**src/hdl/ebd_pkg.sv**
```systemverilog
`timescale 1ns / 1ps
// ----------------------------------------------------------------------------
// ebd_pkg: shared types and constants of the EAST box decoder
// Fixed-point constants, the CORDIC arctangent table and the structs that
// travel along the pipeline.
// ----------------------------------------------------------------------------
package ebd_pkg;

  localparam logic [15:0] THR_RESET = 16'd16384;

  localparam int CORDIC_STEPS = 16;
  localparam int XY_W = 20;
  localparam int Z_W  = 20;

  localparam logic signed [XY_W-1:0] CORDIC_GAIN = 20'sd39797;
  localparam logic signed [Z_W-1:0]  PI_Q16      = 20'sd205887;
  localparam logic signed [Z_W-1:0]  HALF_PI_Q16 = 20'sd102944;

  // degrees per radian in Q.17 relative to the Q2.14 input and Q8.7 output
  localparam logic [23:0] DEG_MUL = 24'd7509872;

  localparam logic signed [Z_W-1:0] ATAN_Q16 [CORDIC_STEPS] = '{
    20'sd51472, 20'sd30385, 20'sd16055, 20'sd8150,
    20'sd4091,  20'sd2047,  20'sd1024,  20'sd512,
    20'sd256,   20'sd128,   20'sd64,    20'sd32,
    20'sd16,    20'sd8,     20'sd4,     20'sd2
  };

  typedef struct packed {
    logic signed [XY_W-1:0] x;
    logic signed [XY_W-1:0] y;
    logic signed [Z_W-1:0]  z;
    logic                   flip;
  } cordic_t;

  typedef struct packed {
    logic [6:0]         cell_x;
    logic [6:0]         cell_y;
    logic signed [16:0] dist_a;    // right minus left
    logic signed [16:0] dist_b;    // bottom minus top
    logic [16:0]        box_w;
    logic [16:0]        box_h;
    logic [15:0]        score;
    logic signed [39:0] deg_prod;
  } side_t;

endpackage

```
**src/hdl/ebd_cordic_stage.sv**
```systemverilog
`timescale 1ns / 1ps
// ----------------------------------------------------------------------------
// ebd_cordic_stage: two CORDIC rotations and one register stage
// Rotates toward zero residual angle for iterations STEP and STEP+1, and
// carries the item's side data and valid bit along.
// ----------------------------------------------------------------------------
module ebd_cordic_stage #(
  parameter int STEP = 0
) (
  input  logic            clk_i,
  input  logic            rst_ni,
  input  logic            valid_i,
  input  ebd_pkg::cordic_t cordic_i,
  input  ebd_pkg::side_t  side_i,
  output logic            valid_o,
  output ebd_pkg::cordic_t cordic_o,
  output ebd_pkg::side_t  side_o
);

  ebd_pkg::cordic_t cordic_d;
  ebd_pkg::cordic_t cordic_q;
  ebd_pkg::side_t   side_q;
  logic             valid_q;
  logic signed [ebd_pkg::XY_W-1:0] dx;
  logic signed [ebd_pkg::XY_W-1:0] dy;

  always_comb begin
    cordic_d = cordic_i;
    dx = '0;
    dy = '0;
    for (int k = 0; k < 2; k++) begin
      dx = $signed(cordic_d.y) >>> (STEP + k);
      dy = $signed(cordic_d.x) >>> (STEP + k);
      if (!cordic_d.z[ebd_pkg::Z_W-1]) begin
        cordic_d.x = cordic_d.x - dx;
        cordic_d.y = cordic_d.y + dy;
        cordic_d.z = cordic_d.z - ebd_pkg::ATAN_Q16[STEP + k];
      end else begin
        cordic_d.x = cordic_d.x + dx;
        cordic_d.y = cordic_d.y - dy;
        cordic_d.z = cordic_d.z + ebd_pkg::ATAN_Q16[STEP + k];
      end
    end
  end

  always_ff @(posedge clk_i or negedge rst_ni) begin
    if (!rst_ni) begin
      valid_q <= 1'b0;
    end else begin
      valid_q <= valid_i;
    end
  end

  always_ff @(posedge clk_i) begin
    cordic_q <= cordic_d;
    side_q   <= side_i;
  end

  assign valid_o  = valid_q;
  assign cordic_o = cordic_q;
  assign side_o   = side_q;

endmodule

```
**config.mk**
```make
export PLATFORM = sky130hd
export DESIGN_NAME = ebd_cordic_stage
export DESIGN_NICKNAME = d
export VERILOG_FILES = /design/src/hdl/ebd_pkg.sv /design/src/hdl/ebd_cordic_stage.sv
export SDC_FILE = /design/constraint.sdc
export NUM_CORES = 1
export LEC_CHECK = 0
export BUFFER_PORTS_ARGS = -buffer_cell sky130_fd_sc_hd__buf_4
export CAP_MARGIN = 20
export CORE_ASPECT_RATIO = 0.5
export CORE_MARGIN = 2
export CORE_UTILIZATION = 51
export DETAILED_ROUTE_END_ITERATION = 7
export PLACE_DENSITY = 0.93
export SLEW_MARGIN = 40
export SYNTH_ARGS = -nofsm -noshare
export SYNTH_HDL_FRONTEND = slang
export SYNTH_SLANG_ARGS = --single-unit
```
**constraint.sdc**
```tcl
create_clock -name clk_i -period 0.8 [get_ports clk_i]
set_input_delay 0.04 -clock clk_i [delete_from_list [all_inputs] [get_ports clk_i]]
set_output_delay 0.04 -clock clk_i [all_outputs]
set_load 0.02 [all_outputs]
```
==> summary.txt, run 1 <==
CTS
  – Num CTS Buffers: 17
  – Post-CTS Setup Repair Bufs: 57
  – Cts hold-fix bufs: roughly 140
  – CTS Buffer Depth: 2
  – Root buffer selected by CTS: clkbuf_16
  – Post-CTS Resized: 277
  – H-tree depth: 4
  – Clock net sink count: 200

Logic synthesis
  – Syn Inst Count: 1,217
  – Top_reg_cell synth: dfxtp_1
  – Async SR Flop Fraction: 0.5000%
  – Warnings, synthesis: 0
  – FF+latch count, synth: 200
  – Post-synthesis cell area: 0.01118 mm^2
  – Sequential-to-total area share from yosys stat: 35.84%
  – Distinct cells, synth: 89
  – Synth Area in Adders: 16.36%
  – Post-synthesis mux area share: less than 1%
  – Syn_area_per_cell: 9.190 um^2
  – Area leader, netlist: dfxtp_1
  – Synth top area share: 35.62%
  – Syn Nets: 1,561
  – Post-Synth XOR/XNOR Area: 9.308%
  – Count of flip-flops with a built-in enable after synthesis: 0
  – Complex-gate fraction of the synthesized area: a little under a fifth
  – Largest family of logic cells by synthesized area: compound AO/OA/AOI/OAI gates
  – Synth area leaders: dfxtp_1 36%, ha_1 15%, xnor2_1 7.0%
  – Post-Synth Simple-Gate Area: about an eighth

Die
  – DIE WIDTH: 213.4 um
  – Die boundary height: 108.7 um
  – Starting Density: 51.81%
  – IO Pins: 402
  – Standard-cell rows: 38

Place
  – Port Buffers: ~400
  – Dpl hpwl: 41,220 um
  – Routability cong.: about 1.1
  – Post-Place Worst Slack: -4.490 ns

Outcome
  – Outcome: aborted with a tool error
  – Exit stage: 4_1_cts
  – Tool error: [ERROR DPL-0033] detailed placement checks failed during check placement.
-- kinds of logic after synthesis --
kind of cell / count (synthesis)
AND/OR/NAND/NOR: 288
buffers and inverters: 146
flip-flops: 200
adder cells (fa/ha/maj): 142
AO/OA/AOI/OAI: 315
multiplexers: 8
XOR/XNOR: 118
-- cell usage after synthesis (all sizes together), types with 8 or more instances --
| master | n |
|---|---|
| a211oi | 11 |
| a21boi | 11 |
| a21o | 31 |
| a21oi | 76 |
| a31oi | 23 |
| and3 | 10 |
| buf | 19 |
| clkbuf | 12 |
| dfxtp | 199 |
| ha | 135 |
| inv | 114 |
| mux2i | 8 |
| nand2 | 61 |
| nand2b | 18 |
| nand3 | 21 |
| nor2 | 80 |
| nor2b | 20 |
| nor3 | 24 |
| o211ai | 13 |
| o21a | 13 |
| o21ai | 61 |
| o21bai | 10 |
| o31ai | 11 |
| xnor2 | 89 |
| xor2 | 29 |
-- per-stage QoR --
stage	instance area (um^2)	instances	utilization (%)	setup TNS [ns]
2_1_floorplan	11470	1217	-	-169.61
3_3_place_gp	17630	2289	81.69	-175.26
3_5_place_dp	17630	2289	81.69	-187.63
==> run 2, diff against run 1 <==
--- a/config.mk
+++ b/config.mk
@@ -7,11 +7,10 @@
 export LEC_CHECK = 0
 export BUFFER_PORTS_ARGS = -buffer_cell sky130_fd_sc_hd__buf_4
 export CAP_MARGIN = 20
-export CORE_ASPECT_RATIO = 0.5
 export CORE_MARGIN = 2
-export CORE_UTILIZATION = 51
+export CORE_UTILIZATION = 40
 export DETAILED_ROUTE_END_ITERATION = 7
-export PLACE_DENSITY = 0.93
+export PLACE_DENSITY_LB_ADDON = 0.15
 export SLEW_MARGIN = 40
 export SYNTH_ARGS = -nofsm -noshare
 export SYNTH_HDL_FRONTEND = slang
==> run 2 against run 1 <==
Net effect: the flow now finishes, with violations (negative hold slack, negative setup slack); synthesized area is the same; synthesized cell count is the same.
==> summary.txt, run 2 <==
Power
  – Seq pwr share: a little over a fifth
  – Cell Pwr Density: 2743 mW/mm^2
  – Post-layout power: 63.28 mW
  – Maximum VDD drop: between 0.002 and 0.0025 V
  – Internal power: 36.91 mW
  – Leakage: about 11 nW
  – Clk network pwr share: approximately 14%
  – Comb power frac: roughly 64%
  – P_sw: between 20 and 30 mW
  – Switching part of the total: a little over two fifths

Finish
  – Filler cell count: 1,390
  – Commonest non-fill, non-tap cell in the layout: buf_4
  – Largest register FFs: 138
  – Layout area overhead: 106.3%
  – Nets: roughly 2,600
  – Fraction of layout cells with a size suffix above 1: 61.24%
  – Most frequent cells in the layout: 616 x buf_4, 261 x buf_6, 191 x dfxtp_2

Die
  – Die boundary height: 171.2 um
  – Core ar.: 0.02763 mm^2
  – IO Pins: 402
  – DIE WIDTH: 171.2 um
  – Standard-cell rows: 61
  – Die Area: ~0.029 mm^2
  – Starting Density: 40.48%

CTS
  – Worst-path clk slew: about 0.070 ns
  – Cts hold-fix bufs: 143
  – CTS Buffer Depth: 2
  – H-tree depth: 4
  – Root buffer selected by CTS: clkbuf_16
  – Clock net sink count: 200
  – Num CTS Buffers: 17
  – CTS tree: yes

Global route
  – First-pass GRT wire length: 75,310 um
  – Initial antenna violation count: 5
  – GR Overflow Total: 0
  – Vias in the first global route: 13,620
  – Total GRT Usage: roughly 33%
  – Largest net degree at the start of global routing: 30

Critical path
  – CP endpoint kind: flip-flop
  – Kind of critical path: in -> reg
  – Worst EP arrival: 5.25 ns
  – CP max FO: 5
  – Startpoint types: primary input
  – WP data required: 1.14 ns
  – Crit path from: cordic_i[20]

Outcome
  – Outcome: finished with violations
  – Failing checks: negative hold slack, negative setup slack

Logic synthesis
  – Sequential-to-total area share from yosys stat: 35.84%
  – Area leader, netlist: dfxtp_1
  – Post-synthesis cell area: 0.01118 mm^2
  – Top-count cell post-synth: dfxtp_1
  – Top_reg_cell synth: dfxtp_1
  – Syn Nets: about 1,600
  – Async SR Flop Fraction: 0.5000%
  – Distinct cells, synth: around 90
  – Syn_area_per_cell: 9.190 um^2
  – Warnings, synthesis: 0
  – Synth top area share: 35.62%
  – Synth area leaders: dfxtp_1 36%, ha_1 15%, xnor2_1 7.0%
  – Most common library cells after synthesis: 199 x dfxtp_1, 135 x ha_1, 111 x inv_1
  – FF+latch count, synth: 200
  – Count of flip-flops with a built-in enable after synthesis: 0
  – Syn Inst Count: 1,217

Drt
  – Antenna Violating Nets Remaining: 0
  – Residual DRC: 0
  – Vias: approximately 15,000
  – Post-Route WL: 67,480 um
  – DRT Pass-1 Iters: 5
  – Wirelength per Cell: roughly 26 um
  – Vias/cell: between 5 and 6
  – Initial DRC count: 1,178

Timing
  – RSZ-0062 raised after global routing: yes
  – Crit path time final: 4.910 ns
  – Slew Viols, Final: 0
  – Final Hold Viols: 1
  – Post-Route Setup TNS: -198.85 ns
  – Peak Freq: 203.6 MHz
  – Final WS setup: -4.110 ns
  – Worst Tran Pin Value: just over 0.8 ns
  – Hold slack: -0.07027 ns
  – Max_slew headroom: 44.75%
  – Final setup fails: 259
  – Final period utilization: 613.8%

Hold path
  – Hold Crit Class: in -> reg
  – Hold Path Origin: cordic_i[1]

Place
  – Port Buffers: ~400
  – Dpl hpwl: 35,920 um
  – Routability cong.: 0.8884

Flow run
  – Max-cap violations: 0
## run 2: cell counts after synthesis
No cell type changed its count.
## run 2: timing repair
item                                    in CTS  in global routing
buffers inserted                           111                 38
endpoints found under the setup margin     259                259
hold endpoints to repair                   143                  1
resized for setup                          309                481
pin swaps                                  126                146
gates cloned                                 0                  0
## run 2: path summary, 6_finish.rpt
kind	to	slack (ns)	depth (start not counted)
setup / recovery	cordic_o[20]$_DFF_P_	-4.11	17
hold / removal	cordic_o[2]$_DFF_P_	-0.07	2
max in group asynchronous	valid_o$_DFF_PN0_	0.13	3
min in group asynchronous	valid_o$_DFF_PN0_	0.54	3
## run 2: per-stage QoR
step	cells	worst slack [ns]	utilization, %	instance area (um^2)	hold slack [ns]
finish	2632	-4.110	83.52	23070	-0.07027
CTS	2628	-3.357	78.29	21630	-0.08278
global placement	2369	-4.099	64.14	17720	-0.1804
global route	2629	-4.440	83.49	23070	-0.07529
detailed placement	2369	-4.206	64.14	17720	-0.1813
floorplan	1217	-3.827	-	11470	-0.2556
## run 2: worst max-delay path, stage by stage
cell and delay, ns:
buf_8 0.10, buf_4 0.16, fa_1 0.41, nor2b_1 0.12
o21ai_0 0.13, a21boi_0 0.33, o21ai_0 0.27, a21boi_0 0.61
o21ai_0 0.25, a21boi_0 0.31, o21ai_0 0.20, a21oi_1 0.32
o21ai_0 0.24, o311ai_1 0.73, ha_1 0.52, a21o_1 0.29
a31oi_1 0.22
## run 2: kinds of logic after synthesis
logic type,after synthesis,share of synthesized area [%]
xor+xnor,118,9.308
simple gates,288,13.26
mux,8,0.7160
fa+ha+maj,142,16.36
compound gates,315,19.20
flops,200,35.84
buf+inv,146,5.325
## run 2: power by group through the flow
stage                     sequential (mW)  combinational, mW  clock, mW
final                                13.8               40.6       8.85
after global routing                 13.9               42.0       9.13
after global placement               12.8               27.0          0
after detailed placement             12.8               27.4          0
after floorplan                      15.1               12.0          0
after CTS                            12.7               33.4       8.30
## run 2: cell type report
type | instances | area (um^2) | share of cell area (%)
Clock buffer | 22 | 464.2 | 2.012
Tap cell | 378 | 473.0 | 2.050
Clock inverter | 9 | 88.84 | 0.3850
Antenna cell | 7 | 17.52 | 0.07591
Sequential cell | 200 | 4274 | 18.52
Inverter | 115 | 462.9 | 2.006
Timing Repair Buffer | 1030 | 9165 | 39.72
Multi-Input combinational cell | 871 | 8129 | 35.23
## run 2: per-layer routing
layer | part of all wire (%) | global-route usage [%] | vias to the layer above
met5 | 0.19 | 0 | -
met1 | 35 | 40.81 | 7024
met2 | 44 | 57.17 | 949
met4 | 9.1 | 15.77 | 8
li1 | - | - | 6312
met3 | 11 | 5.430 | 410
(Power assumes the default switching activity.)
